--- src/swmo_pkg.sv ---
`default_nettype none
// ----------------------------------------------------------------------------
// swmo_pkg
// Shared types and constants for the stack with middle-element operations.
// ----------------------------------------------------------------------------
package swmo_pkg;

  localparam int Depth     = 64;
  localparam int SlotW     = $clog2(Depth);
  localparam int CountW    = $clog2(Depth + 1);
  localparam int DataW     = 32;
  localparam int QueueSize = 2;

  localparam logic [1:0] CMD_PUSH     = 2'd0;
  localparam logic [1:0] CMD_POP      = 2'd1;
  localparam logic [1:0] CMD_READ_MID = 2'd2;
  localparam logic [1:0] CMD_DEL_MID  = 2'd3;

  localparam logic [1:0] ST_DONE  = 2'd0;
  localparam logic [1:0] ST_EMPTY = 2'd1;
  localparam logic [1:0] ST_FULL  = 2'd2;

  // one queued command, as classified by the front end
  typedef struct packed {
    logic [1:0]       command;
    logic [DataW-1:0] push_value;
  } cmd_t;

endpackage
`default_nettype wire

--- src/swmo_front.sv ---
`default_nettype none
// ----------------------------------------------------------------------------
// swmo_front
// Takes commands from the port and holds them in a short queue for the back
// end. The queue is two entries deep.
// ----------------------------------------------------------------------------
module swmo_front (
  input  wire logic                         clk,
  input  wire logic                         rst,
  input  wire logic                         start,
  input  wire logic [1:0]                   command,
  input  wire logic signed [swmo_pkg::DataW-1:0] push_value,
  input  wire logic                         hold,
  output logic                              busy,
  output logic                              q_valid,
  output swmo_pkg::cmd_t                    q_head,
  input  wire logic                         q_pop
);

  swmo_pkg::cmd_t entries [swmo_pkg::QueueSize];
  logic       rd_ptr;
  logic       wr_ptr;
  logic [1:0] fill;
  logic       push;

  // busy while a transaction waits for the back end, or while the back end
  // is still filling its free-slot list after reset
  logic       pending;

  assign busy    = pending || hold;
  assign push    = start && !busy;
  assign q_valid = (fill != 2'd0);
  assign q_head  = entries[rd_ptr];

  always_ff @(posedge clk) begin
    if (rst) begin
      rd_ptr  <= 1'b0;
      wr_ptr  <= 1'b0;
      fill    <= 2'd0;
      pending <= 1'b0;
    end else begin
      if (push) begin
        entries[wr_ptr] <= '{command: command, push_value: push_value};
        wr_ptr          <= ~wr_ptr;
      end
      if (q_pop) rd_ptr <= ~rd_ptr;
      fill <= fill + {1'b0, push} - {1'b0, q_pop};
      if (push) pending <= 1'b1;
      else if (q_pop) pending <= 1'b0;
    end
  end

`ifndef SYNTHESIS
  a_no_overflow: assert property (@(posedge clk) disable iff (rst)
    push |-> fill != 2'd2) else $error("queue overflow");
  a_no_underflow: assert property (@(posedge clk) disable iff (rst)
    q_pop |-> q_valid) else $error("queue underflow");
  a_busy_fill: assert property (@(posedge clk) disable iff (rst)
    q_valid |-> busy) else $error("queued command while idle");
`endif

endmodule
`default_nettype wire

--- config.mk ---
export PLATFORM = sky130hd
export DESIGN_NAME = swmo_front
export DESIGN_NICKNAME = d
export VERILOG_FILES = /design/src/swmo_pkg.sv /design/src/swmo_front.sv
export SDC_FILE = /design/constraint.sdc
export NUM_CORES = 1
export LEC_CHECK = 0
export ABC_AREA = 1
export BUFFER_PORTS_ARGS = -buffer_cell sky130_fd_sc_hd__buf_2
export CAP_MARGIN = 20
export CELL_PAD_IN_SITES_DETAIL_PLACEMENT = 1
export CELL_PAD_IN_SITES_GLOBAL_PLACEMENT = 1
export CORE_UTILIZATION = 41
export CTS_BUF_LIST = sky130_fd_sc_hd__clkbuf_2 sky130_fd_sc_hd__clkbuf_4 sky130_fd_sc_hd__clkbuf_8
export DETAILED_ROUTE_END_ITERATION = 7
export PLACE_DENSITY = 0.88
export SETUP_SLACK_MARGIN = 0.2
export SKIP_LAST_GASP = 1
export SYNTH_ARGS = -nofsm -noshare
export SYNTH_HDL_FRONTEND = slang
export SYNTH_SLANG_ARGS = --single-unit
--- constraint.sdc ---
create_clock -name clk -period 2.4 [get_ports clk]
set_input_delay 0.36 -clock clk [delete_from_list [all_inputs] [get_ports clk]]
set_output_delay 0.36 -clock clk [all_outputs]
set_load 0.005 [all_outputs]
**Word-level counts from Yosys, hierarchy flattened**

Memory sizes are Yosys's and may differ from the RTL's. A register that Yosys moved wholly into a read port is not among the register bits.
Cells that the tools add are included.

- Bits in writable memories: 68
- Bits of input ports: 39
- Flip-flop bits (word level): 5
- Memories: 1

Memory list:

| name | words | width | read ports | clocked after memory_dff | write ports | RTL line | text |
|---|---|---|---|---|---|---|---|
| entries | 2 | 34 | 1 | 1 | 1 | swmo_front.sv:20 | `swmo_pkg::cmd_t entries [swmo_pkg::QueueSize];` |

- Reduce and logical (&&, ||, !) cells: 5
- Bitwise gates (word level): 2
- Add/sub/neg operators: 2
- Mux-type cells: 7

Operators with widths:

| kind | number |
|---|---|
| 1-bit two-way mux | 7 |
| 2-bit nonzero test | 2 |
| 2-bit by 1-bit adder with 2-bit output | 1 |
| 1-bit NOT | 2 |
| 2-bit by 1-bit subtractor with 2-bit output | 1 |
| 1-bit logical AND | 1 |
| 1-bit logical NOT | 1 |
| 1-bit logical OR | 1 |

**Logic depth before layout (Yosys ltp)**

- Depth in word-level cells: 6
- Mapped depth: 9

**Worst setup path after synthesis**

No wires, ideal clock.

- Kind: input port to flip-flop
- Start point: input port hold
- End point: memory entries[1][0] (netlist bit) (enable)
- Library setup time: 0.425 ns
- Stages: 3
- Arrival: 2.050 ns
- Path slack: -0.075 ns
- Cells stage by stage: inv_1 nand3_1 nor2_1

- Longest elaborated chain between the ends: 6

Ends and longest elaborated chain:

| element | RTL line | text |
|---|---|---|
| from (decl) | swmo_front.sv:13 | `input wire logic hold,` |
| 1-bit logical OR | swmo_front.sv:30 | `assign busy = pending \|\| hold;` |
| 1-bit logical NOT | swmo_front.sv:31 | `assign push = start && !busy;` |
| 1-bit logical AND | swmo_front.sv:31 |  |
| 1-bit two-way mux | swmo_front.sv:42 | `if (push) begin` |
| 1-bit two-way mux | swmo_front.sv:36 | `if (rst) begin` |
| 1-bit two-way mux (not written as such) | swmo_front.sv:43 | `entries[wr_ptr] <= '{command: command, push_value: push_value};` |
| to (decl) | swmo_front.sv:20 |  |

No other way between the ends.

==> flow_metrics.env <==
export IMPL_synth_warnings=0
export IMPL_ff_latch_area_um2=2160
export IMPL_min_to="entries[0][11]"
export IMPL_postCtsHoldBufs=0
export IMPL_cts_buffers=9
export IMPL_min_from="push_value[11]"
export IMPL_synth_most_common_cell="edfxtp_1"
export IMPL_drt_iter0_markers=42
export IMPL_hold_viol=0
export IMPL_nets=274
export IMPL_path_clk_slew_ns=0.08
export IMPL_cts_tree="done"
export IMPL_placed_cells=317
export IMPL_grt_overflow=0
export IMPL_crit_path_cell_trace="buf_4, mux2_2, buf_2"
export IMPL_skew_ns=0.00646
export IMPL_synth_area_leaders="edfxtp_1 70%, mux2_4 16%, dfxtp_1 4.1%"
export IMPL_slowest_stage="mux2_2"
export IMPL_core_um2=6790
export IMPL_synth_avg_cell_area_um2=20.0
export IMPL_grt_pass1_wl_um=7990
export IMPL_finalNonFillerCells=333
export IMPL_max_freq_mhz=541
export IMPL_die_height_um=86.1
export IMPL_syn_instance_count=145
export IMPL_synth_distinct_cells=16
export IMPL_core_rowCount=30
export IMPL_grt_setup_unrepaired="no"
export IMPL_htree_levels=3
export IMPL_leakage_uw=0.00144
export IMPL_maxSlewViolCount=0
export IMPL_initial_core_util_pct=42.6
export IMPL_hpwl_um=3570
export IMPL_drive_gt1_share_pct=55.7
export IMPL_path_delay_family="buffers and inverters"
export IMPL_reg2reg_slack_ns=0.78
export IMPL_vias=1502
export IMPL_synth_top_area_share_pct=70.5
export IMPL_synth_top_cell_by_area="edfxtp_1"
export IMPL_area_delta_synth_final_pct=22.9
export IMPL_cp_num_buf_inv=2
export IMPL_rr_endpoint="fill[1]"
export IMPL_holdCritPathClass="in -> reg"
export IMPL_clk_latency_ns=0.33
export IMPL_grt_pass1_vias=1646
export IMPL_arrival_ns=1.49
export IMPL_max_cap_viol_count=0
export IMPL_finalSetupViolations=0
export IMPL_seq_power_share_pct=55.4
export IMPL_swShare_pct=21.2
export IMPL_synth_area_um2=2900
export IMPL_synth_common_cells="68 x edfxtp_1, 30 x mux2_4, 9 x inv_1"
export IMPL_tightest_slew_ns=0.330
export IMPL_p_sw_uw=556
export IMPL_dieArea_um2=7400
export IMPL_place_gp_congestion=0.684
export IMPL_n_antenna_cell=0
export IMPL_critPathMaxFanout=18
export IMPL_viasPerCell=4.51
export IMPL_cts_resized=0
export IMPL_die_x_um=86.1
export IMPL_cts_sinks=74
export IMPL_grt_max_degree=19
export IMPL_status="finished, final reports clean"
export IMPL_r2r_start="pending"
export IMPL_post_cts_buffers=0
export IMPL_dr_pass1_iters=4
export IMPL_groute_usage_overall_pct=15.0
export IMPL_ant_nets=0
export IMPL_nFillCells=662
export IMPL_holdPathStages=1
export IMPL_drc=0
export IMPL_p_per_area_nw_per_um2=738
export IMPL_setup_tns_ns=0
export IMPL_critPathLaunchType="register"
export IMPL_pwr_share_comb_pct=9.8
export IMPL_min_period_over_period_pct=77.0
export IMPL_critical_path_required_ns=2.04
export IMPL_antenna_found_initial=0
export IMPL_clkPwrFrac_pct=34.8
export IMPL_synth_net_count=187
export IMPL_finalCriticalPeriod_ns=1.85
export IMPL_vdd_ir_drop_worst_v=0.000359
export IMPL_io_pins=75
export IMPL_worst_setup_path_type="reg -> out"
export IMPL_async_flop_share_pct=0
export IMPL_slew_headroom_pct=78.0
export IMPL_dominantRegCellSynth="edfxtp_1"
export IMPL_internal_power_uw=2070
export IMPL_cts_root_buf="clkbuf_8"
export IMPL_finalWirelength_um=4990
export IMPL_synth_edf_count=68
export IMPL_wl_per_cell_um=15.0
export IMPL_numPortBuffers=74
export IMPL_cpPeakStageDelay_ns=0.39
export IMPL_end_kind="primary output"
export IMPL_synth_seq_cells=74
export IMPL_rr_worst_depth=8
export IMPL_multi_input_area_um2=637
export IMPL_clockBufferDepth=2
export IMPL_ys_seq_area_share_pct=74.6
power by group through the flow:
stage | sequential, uW | combinational [uW] | clock, uW
6_report | 1460 | 258 | 914
5_1_grt | 1460 | 286 | 998
4_1_cts | 1460 | 265 | 953
3_5_place_dp | 1490 | 263 | 0
3_3_place_gp | 1480 | 253 | 0
2_1_floorplan | 1480 | 175 | 0
stage by stage:
| stage | utilization (%) | power (uW) | hold slack, ns | setup WS (ns) | instance area (um2) |
|---|---|---|---|---|---|
| after floorplan | - | 1660 | 0.431 | 0.479 | 2900 |
| after global routing | 52.4 | 2740 | 0.187 | 0.483 | 3560 |
| after detailed placement | 49.6 | 1750 | 0.486 | 0.607 | 3370 |
| after CTS | 52.4 | 2670 | 0.188 | 0.517 | 3560 |
| final | 52.4 | 2630 | 0.209 | 0.552 | 3560 |
| after global placement | 49.6 | 1740 | 0.474 | 0.734 | 3370 |
cell usage in the layout (no fill, tap or decap):
cell type  netlist  final
nand3_1          3      3
dfxtp_2          0      1
o21ai_0          1      1
clkinv_4         0      1
nand2_1          6      6
mux2_4          30     30
bufinv_16        0      1
nand4_1          1      1
clkinv_1         0      1
inv_1            9      9
buf_2            0     74
buf_4            0      6
ha_1             3      3
nor2_4           0      1
xnor2_1          1      1
clkbuf_8         0      9
mux2_2           4      4
a21oi_1          2      2
nor2_1           6      5
edfxtp_1        68     68
dfxtp_1          6      5
clkinv_2         0      3
or2_2            1      1
clkbuf_4         0      1
cell families (layout without fill, tap and decap cells):
group                    count (synthesis)  in the layout  synth area share (%)
AND/OR/NAND/NOR                         17             17                  2.51
buffers and inverters                   13            105                  3.63
flip-flops                              74             74                  74.6
multiplexers                            34             34                  17.1
AO/OA/AOI/OAI                            3              3                 0.518
XOR/XNOR                                 1              1                 0.302
adder cells (fa/ha/maj)                  3              3                  1.30
registers in the layout (all words and copies together) (netlist names), named ones only:
| name | count |
|---|---|
| fill | 2 |
| wr_ptr | 1 |
| pending | 1 |
| entries | 68 |
| rd_ptr | 1 |
layout make-up:
| class | count | area share (%) |
|---|---|---|
| flip-flops and latches | 74 | 60.8 |
| multi-input cells | 58 | 17.9 |
| repair buffers | 80 | 11.7 |
| clock buffers | 10 | 3.69 |
| well taps | 96 | 3.38 |
| clock inverters | 6 | 1.62 |
| inverters | 9 | 0.949 |
worst max path at each step:
| stage | startpoint | end | cells past startpoint | slack [ns] |
|---|---|---|---|---|
| 2_1_floorplan | hold | entries[1][0] | 3 | 0.48 |
| 3_3_place_gp | hold | fill[1] | 9 | 0.73 |
| 3_5_place_dp | hold | fill[1] | 9 | 0.61 |
| 4_1_cts | register | q_head[2] | 3 | 0.52 |
| 5_1_grt | register | q_head[2] | 3 | 0.48 |
| 6_report | register | q_head[2] | 3 | 0.55 |
routing by layer:
metal / share of wire [%] / global-route usage (%) / up-vias
met4: 1.6 / 7.73 / 0
li1: - / - / 714
met1: 38 / 16.5 / 732
met5: 0 / 0 / -
met2: 55 / 26.6 / 47
met3: 4.6 / 4.04 / 9
(Power assumes the default switching activity.)
