==> src/swmo_pkg.sv <==
`default_nettype none
// ----------------------------------------------------------------------------
// swmo_pkg
// Shared types and constants for the stack with middle-element operations.
// ----------------------------------------------------------------------------
package swmo_pkg;

  localparam int Depth     = 64;
  localparam int SlotW     = $clog2(Depth);
  localparam int CountW    = $clog2(Depth + 1);
  localparam int DataW     = 32;
  localparam int QueueSize = 2;

  localparam logic [1:0] CMD_PUSH     = 2'd0;
  localparam logic [1:0] CMD_POP      = 2'd1;
  localparam logic [1:0] CMD_READ_MID = 2'd2;
  localparam logic [1:0] CMD_DEL_MID  = 2'd3;

  localparam logic [1:0] ST_DONE  = 2'd0;
  localparam logic [1:0] ST_EMPTY = 2'd1;
  localparam logic [1:0] ST_FULL  = 2'd2;

  // one queued command, as classified by the front end
  typedef struct packed {
    logic [1:0]       command;
    logic [DataW-1:0] push_value;
  } cmd_t;

endpackage
`default_nettype wire

==> src/swmo_back.sv <==
`default_nettype none
// ----------------------------------------------------------------------------
// swmo_back
// Carries out stack commands on the linked slot store. Each command passes
// three steps in turn: fetch words, read memories, write back and report.
// ----------------------------------------------------------------------------
module swmo_back (
  input  wire logic                   clk,
  input  wire logic                   rst,
  input  wire logic                   q_valid,
  input  swmo_pkg::cmd_t              q_head,
  output logic                        q_pop,
  output logic                        init_busy,
  output logic                        done,
  output logic signed [swmo_pkg::DataW-1:0] result_value,
  output logic [1:0]                  status,
  output logic [swmo_pkg::CountW-1:0] element_count
);

  localparam int SW = swmo_pkg::SlotW;
  localparam int CW = swmo_pkg::CountW;
  localparam int DW = swmo_pkg::DataW;

  localparam logic [1:0] S_IDLE = 2'd0;
  localparam logic [1:0] S_READ = 2'd1;
  localparam logic [1:0] S_EXEC = 2'd2;

  logic [1:0] state;

  logic [DW-1:0] value_mem [swmo_pkg::Depth];
  logic [SW-1:0] up_mem    [swmo_pkg::Depth];
  logic [SW-1:0] down_mem  [swmo_pkg::Depth];
  logic [SW-1:0] free_mem  [swmo_pkg::Depth];

  logic [CW-1:0] free_count;
  logic [SW-1:0] top_slot;
  logic [SW-1:0] middle_slot;
  logic [CW-1:0] held_count;

  swmo_pkg::cmd_t cur;

  // registered read data
  logic [DW-1:0] rd_val_top;
  logic [DW-1:0] rd_val_mid;
  logic [SW-1:0] rd_free;
  logic [SW-1:0] rd_top_down;
  logic [SW-1:0] rd_mid_down;
  logic [SW-1:0] rd_mid_up;

  // free list reset contents: slot i at entry i, swept in by a small pointer
  logic [CW-1:0] init_idx;

  logic [SW-1:0] free_idx;
  assign free_idx = free_count[SW-1:0] - SW'(1);
  assign q_pop = (state == S_IDLE) && q_valid;

  always_ff @(posedge clk) begin
    rd_val_top  <= value_mem[top_slot];
    rd_val_mid  <= value_mem[middle_slot];
    rd_free     <= free_mem[free_idx];
    rd_top_down <= down_mem[top_slot];
    rd_mid_down <= down_mem[middle_slot];
    rd_mid_up   <= up_mem[middle_slot];
  end

  logic empty;
  logic full;
  logic [SW-1:0] s_new;
  assign empty = (held_count == '0);
  assign full  = (free_count == '0);
  assign s_new = rd_free;

  always_ff @(posedge clk) begin
    if (rst) begin
      state       <= S_IDLE;
      free_count  <= CW'(swmo_pkg::Depth);
      top_slot    <= '0;
      middle_slot <= '0;
      held_count  <= '0;
      done        <= 1'b0;
      init_busy   <= 1'b1;
      init_idx    <= '0;
    end else begin
      if (init_busy) begin
        free_mem[init_idx[SW-1:0]] <= init_idx[SW-1:0];
        init_idx <= init_idx + CW'(1);
        if (init_idx == CW'(swmo_pkg::Depth - 1)) init_busy <= 1'b0;
      end
      done <= 1'b0;
      unique case (state)
        S_IDLE: if (q_valid) begin
          cur   <= q_head;
          state <= S_READ;
        end
        S_READ: state <= S_EXEC;
        S_EXEC: begin
          state        <= S_IDLE;
          done         <= 1'b1;
          result_value <= '0;
          status       <= swmo_pkg::ST_DONE;
          element_count <= held_count;
          if (cur.command == swmo_pkg::CMD_PUSH) begin
            if (full) begin
              status <= swmo_pkg::ST_FULL;
            end else begin
              value_mem[s_new] <= cur.push_value;
              free_count <= free_count - CW'(1);
              top_slot   <= s_new;
              if (empty) begin
                middle_slot <= s_new;
              end else begin
                up_mem[top_slot] <= s_new;
                down_mem[s_new]  <= top_slot;
                // odd count: middle moves up; new top may be its upper neighbour
                if (held_count[0])
                  middle_slot <= (held_count == CW'(1)) ? s_new : rd_mid_up;
              end
              held_count    <= held_count + CW'(1);
              element_count <= held_count + CW'(1);
            end
          end else if (empty) begin
            result_value <= '1;
            status       <= swmo_pkg::ST_EMPTY;
          end else if (cur.command == swmo_pkg::CMD_POP) begin
            result_value <= rd_val_top;
            if (held_count == CW'(1)) begin
              top_slot    <= '0;
              middle_slot <= '0;
            end else begin
              top_slot <= rd_top_down;
              if (!held_count[0]) middle_slot <= rd_mid_down;
            end
            free_mem[free_count[SW-1:0]] <= top_slot;
            free_count    <= free_count + CW'(1);
            held_count    <= held_count - CW'(1);
            element_count <= held_count - CW'(1);
          end else if (cur.command == swmo_pkg::CMD_READ_MID) begin
            result_value <= rd_val_mid;
          end else begin
            if (held_count == CW'(1)) begin
              top_slot    <= '0;
              middle_slot <= '0;
            end else if (held_count == CW'(2)) begin
              middle_slot <= rd_mid_down;
              top_slot    <= rd_mid_down;
            end else begin
              up_mem[rd_mid_down] <= rd_mid_up;
              down_mem[rd_mid_up] <= rd_mid_down;
              middle_slot <= held_count[0] ? rd_mid_up : rd_mid_down;
            end
            free_mem[free_count[SW-1:0]] <= middle_slot;
            free_count    <= free_count + CW'(1);
            held_count    <= held_count - CW'(1);
            element_count <= held_count - CW'(1);
          end
        end
        default: state <= S_IDLE;
      endcase
    end
  end

`ifndef SYNTHESIS
  a_count_sum: assert property (@(posedge clk) disable iff (rst)
    (held_count + free_count) == CW'(swmo_pkg::Depth)) else $error("count mismatch");
  a_done_after_exec: assert property (@(posedge clk) disable iff (rst)
    done |-> $past(state) == S_EXEC) else $error("stray result");
  a_empty_zero: assert property (@(posedge clk) disable iff (rst)
    empty |-> top_slot == '0 && middle_slot == '0) else $error("slots not cleared");
`endif

endmodule
`default_nettype wire

==> config.mk <==
export PLATFORM = sky130hd
export DESIGN_NAME = swmo_back
export DESIGN_NICKNAME = d
export VERILOG_FILES = /design/src/swmo_pkg.sv /design/src/swmo_back.sv
export SDC_FILE = /design/constraint.sdc
export NUM_CORES = 2
export LEC_CHECK = 0
export ABC_CLOCK_PERIOD_IN_PS = 15330
export BUFFER_PORTS_ARGS = -buffer_cell sky130_fd_sc_hd__buf_4
export CAP_MARGIN = 15
export CORE_ASPECT_RATIO = 0.5
export CORE_MARGIN = 5
export CORE_UTILIZATION = 58
export CTS_BUF_LIST = sky130_fd_sc_hd__clkbuf_4 sky130_fd_sc_hd__clkbuf_8
export DETAILED_ROUTE_END_ITERATION = 8
export PLACE_DENSITY = 0.76
export SETUP_SLACK_MARGIN = 0.3
export SYNTH_ARGS = -nofsm -noshare
export SYNTH_HDL_FRONTEND = slang
export SYNTH_SLANG_ARGS = --single-unit
==> constraint.sdc <==
create_clock -name clk -period 15.33 [get_ports clk]
set_input_delay 3.066 -clock clk [delete_from_list [all_inputs] [get_ports clk]]
set_output_delay 3.066 -clock clk [all_outputs]
set_load 0.005 [all_outputs]
==> Word-level counts from Yosys, hierarchy flattened <==
Memories as Yosys holds them, arrays and structs flattened. A register that Yosys moved wholly into a read port is not among the register bits.
Index checks and enable logic that the tools add are counted.
{ "word_totals": {"regBits": 112, "inputBits": 37, "word_cells": 136, "memories": 4, "mem_bits_rw": 3200, "output_inout_bits": 44} }
{ "op_classes": {"muxes": 85, "n_reduce_logical": 13, "n_addsub": 6, "n_eq_ne": 13, "bitwise_logic": 2} }
{ "mem_list": {"columns": ["name", "words", "word_bits", "read_ports", "rd_clocked_by_memory_dff", "write_ports", "line_no", "rtl"], "rows": [
  ["value_mem", 64, 32, 2, 2, 1, "swmo_back.sv:30", "logic [DW-1:0] value_mem [swmo_pkg::Depth];"],
  ["down_mem", 64, 6, 2, 2, 1, "swmo_back.sv:32", "logic [SW-1:0] down_mem [swmo_pkg::Depth];"],
  ["free_mem", 64, 6, 1, 1, 2, "swmo_back.sv:33", "logic [SW-1:0] free_mem [swmo_pkg::Depth];"],
  ["up_mem", 64, 6, 1, 1, 1, "swmo_back.sv:31", "logic [SW-1:0] up_mem [swmo_pkg::Depth];"]
]} }
{ "ops": {"columns": ["operator", "count"], "rows": [
  ["$mux 6", 26],
  ["$mux 32", 3],
  ["$mux 7", 10],
  ["$mux 1", 42],
  ["$add 7x1->7 const B", 3],
  ["$logic_not 7->1", 2],
  ["$sub 7x1->7 const B", 2],
  ["$reduce_or 6->1", 2],
  ["$eq 7x1->1 const B", 1],
  ["$eq 7x2->1 const B", 1],
  ["$eq 7x6->1 const B", 1],
  ["$mux 2", 3],
  ["$ne 3x3->1 const B", 2],
  ["$reduce_and 6->1", 1],
  ["$sub 6x1->6 const B", 1],
  ["$reduce_and 5->1", 1],
  ["$eq 2x1->1 const B", 2],
  ["$eq 2x2->1 const B", 2],
  ["$logic_not 2->1", 2],
  ["$ne 2x2->1 const B", 2],
  ["$ne 4x4->1 const B", 1],
  ["$pmux 2 s2", 1],
  ["$reduce_and 4->1", 1],
  ["$reduce_bool 4->1", 1],
  ["other kinds (6)", 6]
]} }

==> Longest topological paths before layout <==
{ "depth": {"word_depth": 12, "ltp_mapped": 13, "ltp_nobuf": 10} }

==> Least setup slack after synthesis <==
OpenSTA, ideal clock, no wires.
{ "synth_path": {"kind": "input to register", "start": "input rst", "end": "memory up_mem[0][4] (netlist bit) (data pin)", "path_buffers": 3, "cell_stages": 6, "arrival_ps": 6631, "slack_ps": 7998, "path_cell_list": "buf_2 -> nor3_1 -> nand4_1 -> clkbuf_1 -> buf_2 -> o21ai_0"} }
{ "synth_between": {"elab_chain_cells": 4} }
{ "synth_lines": {"columns": ["element", "line_no", "rtl"], "rows": [
  ["from (decl)", "swmo_back.sv:9", "input wire logic rst,"],
  ["$mux 1", "swmo_back.sv:74", "if (rst) begin"],
  ["$mux 1 (implied by the code)", "swmo_back.sv:147", "up_mem[rd_mid_down] <= rd_mid_up;"],
  ["$reduce_or 6->1 (no source line)", null, null],
  ["$mux 6 (no source line)", null, null],
  ["to (decl)", "swmo_back.sv:31", null]
]} }
Every way passes these cells.

==> Final worst setup path <==
{ "layout_path": {"start": "input q_valid", "end": "output q_pop"} }
{ "layout_between": {"elab_chain_cells": 1} }
{ "layout_lines": {"columns": ["element", "line_no", "rtl"], "rows": [
  ["from (decl)", "swmo_back.sv:10", "input wire logic q_valid,"],
  ["$logic_and 1x1->1", "swmo_back.sv:55", "assign q_pop = (state == S_IDLE) && q_valid;"],
  ["to (decl)", "swmo_back.sv:12", "output logic q_pop,"]
]} }
Every way passes these cells.

==> impl_metrics.ini <==
[synthesis]
synth_seq_area_share_pct = 65.59
synth_edf_count = 3275
synthFlopType = edfxtp_1
netlist_area_sq_mm = 0.1538
synth_nets = 7957
postSynthAreaPerCell_sq_um = 19.45
ys_types = 73
ys_async_sr_fraction_pct = 0
synth_warnings = 0
synth-seq-cells = 3400
syn-instance-count = 7905

[finish]
drive_gt1_share_pct = 34.84
area_growth_syn_to_layout_pct = 9.120
ff_latch_area_sq_mm = 0.1009
fin_util_pct = 63.73
fin_nets = 8046
layout.cells.non_filler = 11880
multi_input_area_sq_mm = 0.05060
layout_common_cells = edfxtp_1 (3275), mux4_2 (1702), clkbuf_8 (500), nand2_1 (435), o21ai_0 (323)
fillerInstances = 17240
layout_commonest_cell = edfxtp_1

[status]
status = finished, final reports clean

[routing]
num_vias = 86850
routed_via_density = 7.312
drtAntennaViolNets = 0
route.detailed.wl_per_inst_um = 36.02
drtIter0Drc = 14090
wl_um = 427800
drt-pass1-iter-count = 9
drc = 0

[floorplanning]
num_io_pins = 81
start_util_pct = 58.41
rows = 133
design.core.area_sq_mm = 0.2633
die-height_um = 374.1
die-area_sq_mm = 0.2761
fp.dieW_um = 738.2

[clock_tree]
cts_sinks = 3400
numCtsBuffers = 459
cts_setup_buffers = 0
clock_latency_ns = 1.11
post_cts_resize_count = 0
htree_levels = 5
cts-root-buf = clkbuf_8
clockBufferDepth = 4
clkTransAtPathRegs_ns = 0.08
cts_tree = done
holdBufCountCts = 0

[setup_path]
critPathRequiredTime_ns = 12.26
end_kind = output pin
slowest_delay_ns = 0.29
setup.worst_path.class = primary input to output pin
cp_cell_sequence = buf_4 > nor3b_1 > buf_4
startpoint_type = primary input
crit_family = simple AND/OR/NAND/NOR gates
cp_num_buf_inv = 2
cp.arrival_ns = 3.61
slowest_stage = nor3b_1
path_max_fanout = 3
crit_path_frequent_cell = buf_4

[place]
placed_cells = 11040
hpwl_um = 245500
gp_congestion = 0.8880
port_buffers = 80
pre_cts_ws_ns = 8.375

[sta]
fin_ws_ns = 8.654
fmax_ghz = 0.1498
tightest_slew_ns = 1.338
fin_crit_sh_pct = 43.55
maxSlewHeadroom_pct = 8.466
setup_viol_count_final = 0
drv_slew = 0
skew_ns = 0.1049
setup-tns-final_ns = 0
rsz0062_at_grt = false
period_needed_ns = 6.676
final_hold_viol_count = 0

[pwr]
p_comb_share_pct = 3.5
max-vdd-ir-drop_v = 0.00007615
switchingPower_uw = 3959
p_leak_uw = 0.04931
switching_share_pct = 22.10
clkPwrFrac_pct = 39.5
p_int_uw = 13950
p_seq_share_pct = 57.0
power.density_mw_per_mm2 = 106.7

[global_route]
grt_pass1_wl_um = 611900
antenna_found_initial = 16
grt_max_degree = 118
grt_pass1_vias = 85970
track_usage_pct = 30.96
grt_overflow = 0

[run]
drv_cap = 0

[worst_hold_path]
hold_path_class = flop to flop
stage by stage:
step | instance area (sq um) | hold WS [ns] | power (uW)
finish | 167800 | 0.5004 | 17910
global route | 167800 | 0.5401 | 18440
CTS | 167600 | 0.5023 | 17930
detailed placement | 158400 | 0.4926 | 11030
global placement | 158400 | 0.4649 | 11010
floorplan | 153800 | 0.4493 | 10780
worst register-to-register path, cell delays in order, from the launching register on:
cell     delay (ns)
dfxtp_4        0.99
buf_4          0.94
buf_4          0.90
buf_4          0.87
mux4_2         0.46
mux4_2         0.47
o22ai_1        0.94
nor2_1         0.08
layout make-up:
class / instances / share of cell area, %
sequential: 3400 / 60.13
multi-input combinational: 3800 / 30.16
clock buffer: 653 / 4.786
tap: 3510 / 2.618
timing repair buffer: 311 / 1.553
clock inverter: 176 / 0.6913
inverter: 22 / 0.04996
antenna: 6 / 0.008949
worst paths after layout:
kind               start       endpoint  slack (ns)  cells past startpoint
max              q_valid          q_pop        8.65                      3
min          init_idx[6]    init_idx[6]        0.50                      2
max reg2reg  top_slot[1]  rd_val_top[0]        9.51                      7
min reg2reg  init_idx[6]    init_idx[6]        0.50                      2
synthesized netlist by cell type (7+ instances only):
cell      instances  area (sq um)
nand2b_1         13         81.33
nand4_1          29         181.4
o21ai_1          77         385.4
mux2_2            7         78.83
nor2b_1          21         131.4
dfxtp_1         125          2502
a22oi_1         181          1359
or2_2             8         50.05
clkbuf_1        352          1321
a21oi_1         125         625.6
and3_1           16         100.1
nor3_1           49         245.2
inv_1            20         75.07
or3_1            26         162.7
o22ai_1          67         419.2
nand2_1         446          1674
nor2_1          377          1415
buf_2           212          1061
nand3_1          30         150.1
clkbuf_2         21         105.1
buf_1            86         322.8
buf_6             7         78.83
xnor2_1          10         87.58
a211oi_1         18         135.1
ha_1             14         175.2
nand3b_1          7         52.55
mux2i_1         129          1291
nor3b_1          10         75.07
mux4_2         1702         38330
a31oi_1          18         112.6
o221ai_1          9         78.83
edfxtp_1       3275         98340
o21ai_0         326          1632
nor4_1            7         43.79
power by group through the flow:
| stage | Combinational (uW) | Clock (uW) | Sequential, uW |
|---|---|---|---|
| 2_1_floorplan | 349 | 0 | 10400 |
| 6_report | 630 | 7070 | 10200 |
| 4_1_cts | 612 | 7110 | 10200 |
| 3_5_place_dp | 611 | 0 | 10400 |
| 5_1_grt | 656 | 7570 | 10200 |
| 3_3_place_gp | 598 | 0 | 10400 |
registers in the layout, summed over array words and instances, names as in the netlist:
register and count:
value_mem 2048, down_mem 384, free_mem 384, up_mem 384
cur 34, rd_val_mid 32, rd_val_top 32, result_value 32
element_count 7, free_count 7, held_count 7, init_idx 7
middle_slot 6, rd_free 6, rd_mid_down 6, rd_mid_up 6
rd_top_down 6, top_slot 6, state 2, status 2
done 1, init_busy 1
cell families (layout without fill, tap and decap cells):
kind of cell | after synthesis | after routing | synth area share (%)
DFF | 3400 | 3400 | 65.59
muxes | 1844 | 1844 | 25.91
and+or+nand+nor | 1061 | 1061 | 2.960
AOI/OAI and AO/OA | 864 | 864 | 3.367
buffers and inverters | 705 | 1162 | 1.958
xor gates and xnor gates | 16 | 16 | 0.09114
adders and majority gates | 15 | 15 | 0.1269
other | 0 | 6 | 0
layer usage:
| layer | vias to the layer above | global-route usage [%] | wire [um] |
|---|---|---|---|
| met5 | - | 0.8658 | 364 |
| met4 | 12 | 11.85 | 18750 |
| met3 | 1177 | 10.58 | 65640 |
| met2 | 7156 | 45.59 | 194000 |
| met1 | 44750 | 43.30 | 149000 |
| li1 | 33760 | - | - |
(Power assumes the default switching activity.)
